**config.mk**
```make
export PLATFORM = sky130hd
export DESIGN_NAME = console_line_discipline
export DESIGN_NICKNAME = d
export VERILOG_FILES = /design/src/design/cld_pkg.sv /design/src/design/cld_front.sv /design/src/design/cld_cmd_queue.sv /design/src/design/cld_back.sv /design/src/design/console_line_discipline.sv
export VERILOG_INCLUDE_DIRS = /design/src /design/src/design
export SDC_FILE = /design/constraint.sdc
export NUM_CORES = 1
export LEC_CHECK = 0
export ABC_CLOCK_PERIOD_IN_PS = 12100
export BUFFER_PORTS_ARGS = -buffer_cell sky130_fd_sc_hd__buf_2
export CORE_MARGIN = 5
export CORE_UTILIZATION = 40
export DETAILED_ROUTE_END_ITERATION = 12
export GPL_TIMING_DRIVEN = 0
export SETUP_SLACK_MARGIN = 0.3
export SLEW_MARGIN = 5
export SYNTH_ARGS = -nofsm -noshare
export SYNTH_HDL_FRONTEND = slang
export SYNTH_SLANG_ARGS = --single-unit
```
**constraint.sdc**
```tcl
create_clock -name clk_i -period 12.1 [get_ports clk_i]
set_clock_uncertainty 0.05 [all_clocks]
set_input_delay 2.42 -clock clk_i [delete_from_list [all_inputs] [get_ports clk_i]]
set_output_delay 2.42 -clock clk_i [all_outputs]
set_load 0.02 [all_outputs]
```
**src/design/console_line_discipline_defines.svh**
```systemverilog
// Assertion macros for the console line discipline.
// Taken in by the top level; expects clk_i and rst_ni in scope.
`ifndef CONSOLE_LINE_DISCIPLINE_DEFINES_SVH
`define CONSOLE_LINE_DISCIPLINE_DEFINES_SVH

`ifndef NO_ASSERTIONS
// Checked only outside reset.
`define CLD_ASSERT(lbl, prop) \
  lbl: assert property (@(posedge clk_i) disable iff (!rst_ni) prop) \
    else $error("console line discipline assertion failed");
// Checked on every edge, reset included.
`define CLD_ASSERT_ALWAYS(lbl, prop) \
  lbl: assert property (@(posedge clk_i) prop) \
    else $error("console line discipline assertion failed");
`else
`define CLD_ASSERT(lbl, prop)
`define CLD_ASSERT_ALWAYS(lbl, prop)
`endif

`endif

```
**src/design/cld_pkg.sv**
```systemverilog
// Shared types and constants for the console line discipline.
// No dependencies; used by every module of the block.
`default_nettype none

package cld_pkg;

  localparam int BUF_DEPTH_DEF = 128;
  localparam int MAX_READ_DEF  = 64;
  localparam int Q_DEPTH       = 2;

  localparam logic [7:0] KEY_NUL    = 8'h00;
  localparam logic [7:0] KEY_CTRL_P = 8'h10;
  localparam logic [7:0] KEY_CTRL_U = 8'h15;
  localparam logic [7:0] KEY_CTRL_H = 8'h08;
  localparam logic [7:0] KEY_CTRL_D = 8'h04;
  localparam logic [7:0] KEY_DEL    = 8'h7f;
  localparam logic [7:0] KEY_CR     = 8'h0d;
  localparam logic [7:0] KEY_LF     = 8'h0a;

  typedef enum logic [2:0] {
    OP_NOP,
    OP_DUMP,
    OP_KILL,
    OP_ERASE,
    OP_STORE,
    OP_READ
  } cmd_op_e;

  typedef struct packed {
    logic       func;
    logic [7:0] rx_char;
    logic [6:0] read_count;
    logic       nonblocking;
  } in_item_t;

  typedef struct packed {
    logic       result_kind;
    logic       echo_valid;
    logic [7:0] echo_byte;
    logic [7:0] erase_count;
    logic       dump_request;
    logic       line_ready;
    logic       data_valid;
    logic [7:0] data_byte;
    logic [6:0] read_total;
    logic       would_block;
    logic       last;
  } out_item_t;

  // Classified command passed from the front end to the back end.
  typedef struct packed {
    cmd_op_e    op;
    logic [7:0] ch;
    logic [6:0] count;
    logic       nb;
  } cmd_t;

endpackage

`default_nettype wire

```
**src/design/cld_front.sv**
```systemverilog
// Front end: classifies incoming items into line-editor commands.
// Depends on cld_pkg.
`default_nettype none

module cld_front
  import cld_pkg::*;
#(
  parameter int MAX_READ = MAX_READ_DEF
) (
  input  logic     in_valid_i,
  output logic     in_ready_o,
  input  in_item_t in_item_i,
  output logic     push_valid_o,
  input  logic     push_ready_i,
  output cmd_t     push_cmd_o
);

  cmd_t cmd;

  always_comb begin
    cmd    = '0;
    cmd.op = OP_NOP;
    if (in_item_i.func) begin
      cmd.op = OP_READ;
      cmd.nb = in_item_i.nonblocking;
      // clamp the request to the largest read
      cmd.count = (in_item_i.read_count > 7'(MAX_READ)) ? 7'(MAX_READ)
                                                        : in_item_i.read_count;
    end else begin
      case (in_item_i.rx_char)
        KEY_CTRL_P: cmd.op = OP_DUMP;
        KEY_CTRL_U: cmd.op = OP_KILL;
        KEY_CTRL_H: cmd.op = OP_ERASE;
        KEY_DEL:    cmd.op = OP_ERASE;
        KEY_NUL:    cmd.op = OP_NOP;
        KEY_CR: begin
          cmd.op = OP_STORE;
          cmd.ch = KEY_LF;
        end
        default: begin
          cmd.op = OP_STORE;
          cmd.ch = in_item_i.rx_char;
        end
      endcase
    end
  end

  assign push_valid_o = in_valid_i;
  assign push_cmd_o   = cmd;
  assign in_ready_o   = push_ready_i;

endmodule

`default_nettype wire

```
**src/design/cld_cmd_queue.sv**
```systemverilog
// Short command queue between the front end and the back end.
// Depends on cld_pkg.
`default_nettype none

module cld_cmd_queue
  import cld_pkg::*;
(
  input  logic clk_i,
  input  logic rst_ni,
  input  logic push_valid_i,
  output logic push_ready_o,
  input  cmd_t push_cmd_i,
  output logic pop_valid_o,
  input  logic pop_ready_i,
  output cmd_t pop_cmd_o
);

  localparam int QAW = (Q_DEPTH > 1) ? $clog2(Q_DEPTH) : 1;

  cmd_t             entries_q [Q_DEPTH];
  logic [QAW-1:0]   wr_ptr_q, wr_ptr_d;
  logic [QAW-1:0]   rd_ptr_q, rd_ptr_d;
  logic [QAW:0]     count_q, count_d;
  logic             push, pop;

  assign push_ready_o = (count_q != (QAW+1)'(Q_DEPTH));
  assign pop_valid_o  = (count_q != '0);
  assign pop_cmd_o    = entries_q[rd_ptr_q];
  assign push         = push_valid_i && push_ready_o;
  assign pop          = pop_valid_o && pop_ready_i;

  always_comb begin
    wr_ptr_d = wr_ptr_q;
    rd_ptr_d = rd_ptr_q;
    count_d  = count_q;
    if (push) begin
      wr_ptr_d = (wr_ptr_q == QAW'(Q_DEPTH - 1)) ? '0 : wr_ptr_q + 1'b1;
    end
    if (pop) begin
      rd_ptr_d = (rd_ptr_q == QAW'(Q_DEPTH - 1)) ? '0 : rd_ptr_q + 1'b1;
    end
    case ({push, pop})
      2'b10:   count_d = count_q + 1'b1;
      2'b01:   count_d = count_q - 1'b1;
      default: count_d = count_q;
    endcase
  end

  always_ff @(posedge clk_i or negedge rst_ni) begin
    if (!rst_ni) begin
      wr_ptr_q <= '0;
      rd_ptr_q <= '0;
      count_q  <= '0;
    end else begin
      wr_ptr_q <= wr_ptr_d;
      rd_ptr_q <= rd_ptr_d;
      count_q  <= count_d;
    end
  end

  always_ff @(posedge clk_i) begin
    if (push) begin
      entries_q[wr_ptr_q] <= push_cmd_i;
    end
  end

endmodule

`default_nettype wire

```
**src/design/cld_back.sv**
```systemverilog
// Back end: ring pointers, line store and read sequencer; drives the result register.
// Depends on cld_pkg.
`default_nettype none

module cld_back
  import cld_pkg::*;
#(
  parameter int BUF_DEPTH = BUF_DEPTH_DEF
) (
  input  logic      clk_i,
  input  logic      rst_ni,
  input  logic      cmd_valid_i,
  output logic      cmd_ready_o,
  input  cmd_t      cmd_i,
  output logic      out_valid_o,
  input  logic      out_ready_i,
  output out_item_t out_item_o
);

  localparam int PW = $clog2(2 * BUF_DEPTH);
  localparam int AW = $clog2(BUF_DEPTH);
  localparam logic [PW-1:0] PTR_MAX = PW'(2 * BUF_DEPTH - 1);
  localparam logic [PW-1:0] DEPTH_P = PW'(BUF_DEPTH);

  localparam logic [1:0] ST_IDLE = 2'd0;
  localparam logic [1:0] ST_RCHK = 2'd1;
  localparam logic [1:0] ST_RDAT = 2'd2;
  localparam logic [1:0] ST_FIN  = 2'd3;

  function automatic logic [PW-1:0] ring_inc(input logic [PW-1:0] p);
    return (p == PTR_MAX) ? '0 : p + 1'b1;
  endfunction

  function automatic logic [PW-1:0] ring_dec(input logic [PW-1:0] p);
    return (p == '0) ? PTR_MAX : p - 1'b1;
  endfunction

  // pointers run modulo twice the depth; the sum wraps correctly in PW bits
  function automatic logic [PW-1:0] ring_dist(input logic [PW-1:0] a,
                                              input logic [PW-1:0] b);
    return (a >= b) ? a - b : a + PW'(2 * BUF_DEPTH) - b;
  endfunction

  function automatic logic [AW-1:0] slot(input logic [PW-1:0] p);
    logic [PW-1:0] s;
    s = (p >= DEPTH_P) ? p - DEPTH_P : p;
    return s[AW-1:0];
  endfunction

  logic [1:0]    state_q, state_d;
  logic [PW-1:0] rd_q, rd_d, cm_q, cm_d, ed_q, ed_d;
  logic [PW-1:0] ed_inc, rd_inc, kill_dist;
  logic [6:0]    got_q, got_d, target_q, target_d;
  logic          nb_q, nb_d, wb_q, wb_d;
  logic          pend_valid_q, pend_valid_d;
  logic [7:0]    pend_byte_q, pend_byte_d;
  logic [6:0]    pend_total_q, pend_total_d;
  logic [7:0]    rdata_q;
  logic [7:0]    line_store_q [BUF_DEPTH];
  logic          mem_we, mem_re;
  logic          out_valid_q, out_free, emit;
  out_item_t     out_item_q, item;

  assign out_free  = !out_valid_q || out_ready_i;
  assign ed_inc    = ring_inc(ed_q);
  assign rd_inc    = ring_inc(rd_q);
  assign kill_dist = ring_dist(ed_q, cm_q);

  always_comb begin
    state_d      = state_q;
    rd_d         = rd_q;
    cm_d         = cm_q;
    ed_d         = ed_q;
    got_d        = got_q;
    target_d     = target_q;
    nb_d         = nb_q;
    wb_d         = wb_q;
    pend_valid_d = pend_valid_q;
    pend_byte_d  = pend_byte_q;
    pend_total_d = pend_total_q;
    cmd_ready_o  = 1'b0;
    mem_we       = 1'b0;
    mem_re       = 1'b0;
    emit         = 1'b0;
    item         = '0;
    case (state_q)
      ST_IDLE: begin
        if (cmd_valid_i) begin
          if (cmd_i.op == OP_READ) begin
            cmd_ready_o  = 1'b1;
            got_d        = '0;
            target_d     = cmd_i.count;
            nb_d         = cmd_i.nb;
            wb_d         = 1'b0;
            pend_valid_d = 1'b0;
            state_d      = ST_RCHK;
          end else if (out_free) begin
            cmd_ready_o = 1'b1;
            emit        = 1'b1;
            item.last   = 1'b1;
            case (cmd_i.op)
              OP_DUMP: item.dump_request = 1'b1;
              OP_KILL: begin
                // the uncommitted tail never holds a newline: drop all of it
                item.erase_count = (16'(kill_dist) > 16'd255) ? 8'd255 : 8'(kill_dist);
                ed_d = cm_q;
              end
              OP_ERASE: begin
                if (ed_q != cm_q) begin
                  ed_d             = ring_dec(ed_q);
                  item.erase_count = 8'd1;
                end
              end
              OP_STORE: begin
                if (ring_dist(ed_q, rd_q) < DEPTH_P) begin
                  item.echo_valid = 1'b1;
                  item.echo_byte  = cmd_i.ch;
                  mem_we          = 1'b1;
                  ed_d            = ed_inc;
                  if (cmd_i.ch == KEY_LF || cmd_i.ch == KEY_CTRL_D ||
                      ring_dist(ed_inc, rd_q) == DEPTH_P) begin
                    cm_d            = ed_inc;
                    item.line_ready = 1'b1;
                  end
                end
              end
              default: ;
            endcase
          end
        end
      end
      ST_RCHK: begin
        if (got_q == target_q) begin
          state_d = ST_FIN;
        end else if (nb_q && rd_q == ed_q) begin
          state_d = ST_FIN;
        end else if (!nb_q && rd_q == cm_q) begin
          wb_d    = 1'b1;
          state_d = ST_FIN;
        end else begin
          mem_re  = 1'b1;
          state_d = ST_RDAT;
        end
      end
      ST_RDAT: begin
        // hold while the previous byte cannot leave yet
        if (!(pend_valid_q && !out_free)) begin
          if (!nb_q && rdata_q == KEY_CTRL_D) begin
            // consume only when nothing came first; else push it back
            if (got_q == '0) begin
              rd_d = rd_inc;
            end
            state_d = ST_FIN;
          end else begin
            if (rd_q == cm_q) begin
              cm_d = ring_inc(cm_q);
            end
            rd_d  = rd_inc;
            got_d = got_q + 7'd1;
            if (pend_valid_q) begin
              emit             = 1'b1;
              item.result_kind = 1'b1;
              item.data_valid  = 1'b1;
              item.data_byte   = pend_byte_q;
              item.read_total  = pend_total_q;
            end
            pend_valid_d = 1'b1;
            pend_byte_d  = rdata_q;
            pend_total_d = got_q + 7'd1;
            if ((got_q + 7'd1 == target_q) || (!nb_q && rdata_q == KEY_LF)) begin
              state_d = ST_FIN;
            end else begin
              state_d = ST_RCHK;
            end
          end
        end
      end
      ST_FIN: begin
        if (out_free) begin
          emit             = 1'b1;
          item.result_kind = 1'b1;
          item.would_block = wb_q;
          item.last        = 1'b1;
          if (pend_valid_q) begin
            item.data_valid = 1'b1;
            item.data_byte  = pend_byte_q;
            item.read_total = pend_total_q;
          end
          pend_valid_d = 1'b0;
          state_d      = ST_IDLE;
        end
      end
      default: state_d = ST_IDLE;
    endcase
  end

  always_ff @(posedge clk_i or negedge rst_ni) begin
    if (!rst_ni) begin
      state_q      <= ST_IDLE;
      rd_q         <= '0;
      cm_q         <= '0;
      ed_q         <= '0;
      got_q        <= '0;
      target_q     <= '0;
      nb_q         <= 1'b0;
      wb_q         <= 1'b0;
      pend_valid_q <= 1'b0;
      out_valid_q  <= 1'b0;
    end else begin
      state_q      <= state_d;
      rd_q         <= rd_d;
      cm_q         <= cm_d;
      ed_q         <= ed_d;
      got_q        <= got_d;
      target_q     <= target_d;
      nb_q         <= nb_d;
      wb_q         <= wb_d;
      pend_valid_q <= pend_valid_d;
      if (emit) begin
        out_valid_q <= 1'b1;
      end else if (out_ready_i) begin
        out_valid_q <= 1'b0;
      end
    end
  end

  always_ff @(posedge clk_i) begin
    pend_byte_q  <= pend_byte_d;
    pend_total_q <= pend_total_d;
    if (emit) begin
      out_item_q <= item;
    end
  end

  // line store: one write port, one registered read port
  always_ff @(posedge clk_i) begin
    if (mem_we) begin
      line_store_q[slot(ed_q)] <= cmd_i.ch;
    end
    if (mem_re) begin
      rdata_q <= line_store_q[slot(rd_q)];
    end
  end

  assign out_valid_o = out_valid_q;
  assign out_item_o  = out_item_q;

endmodule

`default_nettype wire

```
**src/design/console_line_discipline.sv**
```systemverilog
// Console line discipline: a terminal input line editor on a ring buffer. Characters
// (func 0) are classified and queued by the front end, then executed by the back end,
// which gives one result item per character. A read request (func 1) gives one result
// item per returned byte, or one empty item; each byte passes through the registered
// read of the line store. A two-entry command queue lets new items be taken while the
// back end or the result register is stalled.
// Top level; depends on cld_pkg, cld_front, cld_cmd_queue, cld_back and the
// console_line_discipline_defines.svh assertion macros.
`default_nettype none
`include "console_line_discipline_defines.svh"

module console_line_discipline
  import cld_pkg::*;
#(
  parameter int BUF_DEPTH = BUF_DEPTH_DEF,
  parameter int MAX_READ  = MAX_READ_DEF
) (
  input  logic      clk_i,
  input  logic      rst_ni,
  input  logic      in_valid_i,
  output logic      in_ready_o,
  input  in_item_t  in_item_i,
  output logic      out_valid_o,
  input  logic      out_ready_i,
  output out_item_t out_item_o
);

  logic push_valid, push_ready, q_avail, q_pop;
  cmd_t push_cmd, q_cmd;

  cld_front #(
    .MAX_READ (MAX_READ)
  ) u_front (
    .in_valid_i   (in_valid_i),
    .in_ready_o   (in_ready_o),
    .in_item_i    (in_item_i),
    .push_valid_o (push_valid),
    .push_ready_i (push_ready),
    .push_cmd_o   (push_cmd)
  );

  cld_cmd_queue u_queue (
    .clk_i        (clk_i),
    .rst_ni       (rst_ni),
    .push_valid_i (push_valid),
    .push_ready_o (push_ready),
    .push_cmd_i   (push_cmd),
    .pop_valid_o  (q_avail),
    .pop_ready_i  (q_pop),
    .pop_cmd_o    (q_cmd)
  );

  cld_back #(
    .BUF_DEPTH (BUF_DEPTH)
  ) u_back (
    .clk_i       (clk_i),
    .rst_ni      (rst_ni),
    .cmd_valid_i (q_avail),
    .cmd_ready_o (q_pop),
    .cmd_i       (q_cmd),
    .out_valid_o (out_valid_o),
    .out_ready_i (out_ready_i),
    .out_item_o  (out_item_o)
  );

  `CLD_ASSERT(a_pop_only_when_queued, q_pop |-> q_avail)
  `CLD_ASSERT(a_data_is_read_item, (out_valid_o && out_item_o.data_valid) |-> (out_item_o.result_kind && out_item_o.read_total != 7'd0))
  `CLD_ASSERT(a_read_not_interleaved, (out_valid_o && out_ready_i && out_item_o.result_kind && !out_item_o.last) |=> (!out_valid_o || out_item_o.result_kind))
  `CLD_ASSERT_ALWAYS(a_quiet_in_reset, !rst_ni |=> !out_valid_o)

endmodule

`default_nettype wire

```
## Word-level counts from Yosys, hierarchy flattened

Memories as Yosys holds them, arrays and structs flattened. A register that Yosys moved wholly into a read port is not among the register bits.
Cells that the tools add are included.

- Flip-flop bits (word level): 101
- Memory bits (writable): 1062
- Input port bits: 21
- Output and inout bits: 40
- Logic and storage cells: 233
- Memories kept: 2

Memories:

| memory | depth | bits a word | read ports | clocked after Yosys merged registers in | write ports | RTL line | text |
|---|---|---|---|---|---|---|---|
| u_back.line_store_q | 128 | 8 | 1 | 1 | 1 | cld_back.sv:59 | `logic [7:0] line_store_q [BUF_DEPTH];` |
| u_queue.entries_q | 2 | 19 | 1 | 0 | 1 | cld_cmd_queue.sv:20 | `cmd_t entries_q [Q_DEPTH];` |

- Add/subtract/negate cells: 14
- $lt $le $gt $ge: 4
- Equal/unequal tests: 46
- Muxes and demuxes: 93
- Bitwise logic cells: 8
- Reduce and logical (&&, ||, !) cells: 40

Operator list:

| kind | number |
|---|---|
| two-way mux 8 bit | 19 |
| two-way mux 7 bit | 7 |
| two-way mux 16 bit | 3 |
| one-hot mux 8 bit (2 select lines) | 3 |
| two-way mux 1 bit | 39 |
| == test 8 x 4 -> 1 bit, second input constant | 4 |
| == test 8 bit, second input constant | 4 |
| one-hot mux 16 bit (2 select lines) | 1 |
| adder 8 x 1 -> 8 bit, second input constant | 3 |
| one-hot mux 8 bit (3 select lines) | 1 |
| subtractor 8 bit | 3 |
| two-way mux 18 bit | 1 |
| inequality test 2 x 1 -> 1 bit, second input constant | 9 |
| inequality test 2 bit, second input constant | 9 |
| == test 8 x 3 -> 1 bit, second input constant | 2 |
| == test 8 x 5 -> 1 bit, second input constant | 2 |
| == test 8 bit | 2 |
| >= comparator 8 bit, second input constant | 2 |
| zero test 8 bit | 2 |
| two-way mux 2 bit | 8 |
| == test 7 bit | 2 |
| one-hot mux 7 bit (2 select lines) | 1 |
| subtractor 7 x 1 -> 7 bit, second input constant | 2 |
| one-hot mux 3 bit (4 select lines) | 1 |
| other kinds (39) | 75 |

## Logic depth before layout (Yosys ltp)

- Depth in word-level cells: 12
- Gate-level depth with buffers: 17
- Depth with buffers taken out: 12

## Cells and area by module

Synthesis repeated with hierarchy kept, for this count alone.

- Cells, all modules: 2337
- Area total of the unflattened synthesis: 47270.3 sq um

Modules (own cells, without submodules):

| module | times used | cells an instance | area each (sq um) | sequential area each (sq um) |
|---|---|---|---|---|
| cld_back | 1 | 2220 | 45397.3 | 33682.3 |
| cld_cmd_queue | 1 | 76 | 1560.2 | 1241.2 |
| cld_front | 1 | 41 | 312.8 | 0.0 |

## Worst setup path after synthesis

No wires, ideal clock.

- Path kind: input to register
- From: input port out_ready_i
- To: memory u_back.line_store_q[115][0], enable pin
- Setup time: 0.370 ns
- Data arrival time: 3.969 ns
- Data required time: 11.680 ns
- Slack: 7.710 ns
- Stages: 7
- Buffers on the path: 2
- Path through: nand2b_1 -> nand2b_1 -> a21o_1 -> or4_1 -> clkbuf_1 -> buf_2 -> nor2_1

- Longest elaborated chain between the ends: 7

Ends and longest elaborated chain:

| item | RTL line | text |
|---|---|---|
| from (decl) | console_line_discipline.sv:24 | `input logic out_ready_i,` |
| logical OR 1 bit | cld_back.sv:64 | `assign out_free = !out_valid_q \|\| out_ready_i;` |
| two-way mux 1 bit | cld_back.sv:97 | `end else if (out_free) begin` |
| two-way mux 1 bit | cld_back.sv:89 | `if (cmd_i.op == OP_READ) begin` |
| two-way mux 1 bit | cld_back.sv:88 | `if (cmd_valid_i) begin` |
| two-way mux 1 bit | cld_back.sv:86 | `case (state_q)` |
| two-way mux 1 bit | cld_back.sv:237 | `if (mem_we) begin` |
| two-way mux 1 bit (not written as such) | cld_back.sv:238 | `line_store_q[slot(ed_q)] <= cmd_i.ch;` |
| to (decl) | cld_back.sv:59 |  |

Every way passes these cells.

## Final worst setup path

- From: register u_back.rd_q[1]
- To: memory u_back.line_store_q[108][4], enable pin

- Longest elaborated chain between the ends: 10

Ends and longest elaborated chain:

| item | RTL line | text |
|---|---|---|
| from (decl) | cld_back.sv:51 | `logic [PW-1:0] rd_q, rd_d, cm_q, cm_d, ed_q, ed_d;` |
| from (signal assigned) | cld_back.sv:211 | `rd_q <= rd_d;` |
| subtractor 8 bit | cld_back.sv:41 | `return (a >= b) ? a - b : a + PW'(2 * BUF_DEPTH) - b;` |
| less-than comparator 8 bit | cld_back.sv:115 | `if (ring_dist(ed_q, rd_q) < DEPTH_P) begin` |
| two-way mux 1 bit | cld_back.sv:115 |  |
| two-way mux 1 bit | cld_back.sv:101 | `case (cmd_i.op)` |
| two-way mux 1 bit | cld_back.sv:97 |  |
| two-way mux 1 bit | cld_back.sv:89 |  |
| two-way mux 1 bit | cld_back.sv:88 |  |
| two-way mux 1 bit | cld_back.sv:86 |  |
| two-way mux 1 bit | cld_back.sv:237 |  |
| two-way mux 1 bit (not written as such) | cld_back.sv:238 |  |

Every way passes these cells.

==> flow_summary.ini <==
[clock_tree]
cts.sinks = 1171
cts_hold_buf = 0
post-cts-setup-buffer-count = 0
clockRootBuffer = clkbuf_16
cts_tree = yes
insertion_delay_ns = 0.72
cts_max_level = 3
cts.repair.resized = 0
path_clk_slew_ns = 0.06
cts_made_buffers = 118
clk_path_buf_depth = 3

[critical_path]
cp-end-kind = register
ff2ff_setup_slack_ns = 5.26
worstSetupStartpointType = register
crit_chain = buf_2 -> buf_2 -> buf_2 -> buf_2 -> buf_2 -> inv_1 -> ha_1 -> nor2b_1 -> o21a_1 -> o211ai_1 -> a211o_1 -> a21o_1 -> buf_2 -> nor2_1 -> nand3_1 -> buf_2 -> nor2_1
cp_slowest_cell = nor2_1
r2r-start = u_back.rd_q[1]
crit_type = register to register
r2r-end = u_back.line_store_q[108][4]
arrival_ns = 7.11
crit_top_cell = buf_2
reg2regPathDepth = 17
required_ns = 12.37
max_stage_delay_ns = 0.78
critPathMaxFanout = 10

[synthesis]
syn_inst = 2441
yosysTopAreaCell = edfxtp_1
synth_area_leaders = edfxtp_1 71%, mux4_2 15%, dfrtp_1 2.5%
yosysWarnings = 0
yosysMostFrequentCell = edfxtp_1
avgSynthCellArea_um2 = 19.4
synth-edff-count = 1123
netlist_top_cells_count = 1123 x edfxtp_1, 311 x mux4_2, 206 x nor2_1
ys_seq_area_share_pct = 73.7
synth_ff_type = edfxtp_1
syn_nets = 2497
synth_top_area_share_pct = 71.2
ys_types = 63
async_flop_share_pct = 4.10
ys_seq_elements = 1171
synthesis.area_um2 = 47400

[worst_hold_path]
hold_class = register to register
min_to = u_back.pend_byte_q[7]
min_from = u_back.rdata_q[7]
whs_path_depth = 0

[job]
drv_cap = 0

[floorplan]
boundaryPins = 61
core-area_um2 = 118000
rows = 126
die_x_um = 354
start_util_pct = 40.2
die_area_um2 = 125000
die_y_um = 354

[sta]
finalHoldViolCount = 0
finalSetupViolations = 0
final.setup.worst_slack_ns = 5.26
worst_slew_pin_slew_ns = 1.30
fmax_mhz = 146
rsz0062_at_grt = no
min_period_over_period_pct = 56.5
relSlewSlack_pct = 13.6
finalSetupTns_ns = 0
holdWs_ns = 0.401
drv_slew = 0
fin_crit_ns = 6.84

[power]
p_per_area_nw_per_um2 = 249
p_leak_nw = 17.2
peakVddDrop_mv = 0.151
p_total_mw = 13.4

[route]
vias_per_cell = 5.81
totalWireLength_um = 125000
drtPass1Iterations = 7
route.detailed.drc = 0
vias = 24800
drt_iter0_drc = 2810
wire_per_inst_um = 29.2
antenna_left = 0

[final_layout]
drive_above_1_share_pct = 23.6
layout-area-overhead-vs-synth_pct = 13.7
final_nets = 2686
diodes = 0
fin_cells = 4264
utilization_pct = 45.7
design_area_um2 = 53800

[grt]
grt_overflow = 0
grt.total_usage_pct = 19.8
grt_max_degree = 131
antenna_found_initial = 1
grt_first_pass_wirelength_um = 180000
grt_pass1_vias = 25300

[placement]
placed_area_um2 = 49800
dp_cells = 4046
io_buffers = 60
place_hpwl_um = 84800
gp_congestion = 0.889
dp_slack_ns = 5.41

[outcome]
status = finished, final reports clean
power by group:
group          leakage, nW  internal, mW  total [mW]  switching (mW)
registers             10.7          5.16        5.28           0.122
logic                 4.54          1.58        4.37            2.79
clock network         1.96          2.19        3.75            1.56
flip-flops by register name, indices dropped and copies added, names as in the netlist, 8 cells and up:
signal,cells
u_back.out_item_o,38
u_back.line_store_q,1024
u_queue.entries_q,38
u_back.ed_q,8
u_back.rd_q,8
u_back.pend_byte_q,8
u_back.cm_q,8
u_back.rdata_q,8
layout make-up:
cell class	instances	area (µm²)
well taps	1536	1920
fillers	9857	63900
multi-input cells	1101	11700
flip-flops and latches	1171	34900
clock inverters	87	965
plain buffers	124	577
repair buffers	69	534
clock buffers	131	3030
inverters	45	186
metal layers:
layer | GRT usage, % | wire (µm) | up-vias | share of wire (%)
met5 | 0 | 0 | - | 0
met4 | 6.41 | 4170 | 0 | 3.3
met3 | 4.07 | 9490 | 219 | 7.6
met2 | 32.5 | 60900 | 1053 | 49
met1 | 26.6 | 50100 | 13200 | 40
li1 | - | - | 10300 | -
logic make-up (layout without fill, tap and decap cells):
kind of cell / count (synthesis) / count (layout) / synth area share [%]
xor gates and xnor gates: 46 / 46 / 0.851
adders and majority gates: 35 / 35 / 0.941
buffers and inverters: 169 / 456 / 1.57
DFF: 1171 / 1171 / 73.7
AOI/OAI and AO/OA: 191 / 191 / 2.56
and+or+nand+nor: 466 / 466 / 4.42
muxes: 363 / 363 / 15.9
how the worst max path moves through the flow:
stage	startpoint	to	slack (ns)
after floorplan	out_ready_i	u_back.line_store_q[115][0]	7.71
after global placement	u_back.rd_q[1]	u_back.line_store_q[108][5]	5.44
after detailed placement	u_back.rd_q[1]	u_back.line_store_q[111][0]	5.41
after CTS	u_back.rd_q[1]	u_back.line_store_q[111][4]	5.37
after global routing	u_back.rd_q[1]	u_back.line_store_q[111][7]	5.17
final	u_back.rd_q[1]	u_back.line_store_q[108][4]	5.26
layout by cell type (no fill, tap or decap), drive strengths merged, types with 47 or more instances in the layout:
cell type,instances
inv,50
clkbuf,188
mux2i,47
dfrtp,48
buf,136
clkinv,58
a21oi,57
nor2,206
nand2,100
edfxtp,1123
mux4,311
worst max-delay path, delay by kind of cell (launching register included):
| family | cells | cell delay [ns] |
|---|---|---|
| AO/OA/AOI/OAI | 4 | 0.78 |
| adder cells (fa/ha/maj) | 1 | 0.34 |
| flip-flops | 1 | 0.37 |
| AND/OR/NAND/NOR | 4 | 1.82 |
| buffers and inverters | 8 | 3.05 |
Power figures use the tool's default switching activity.
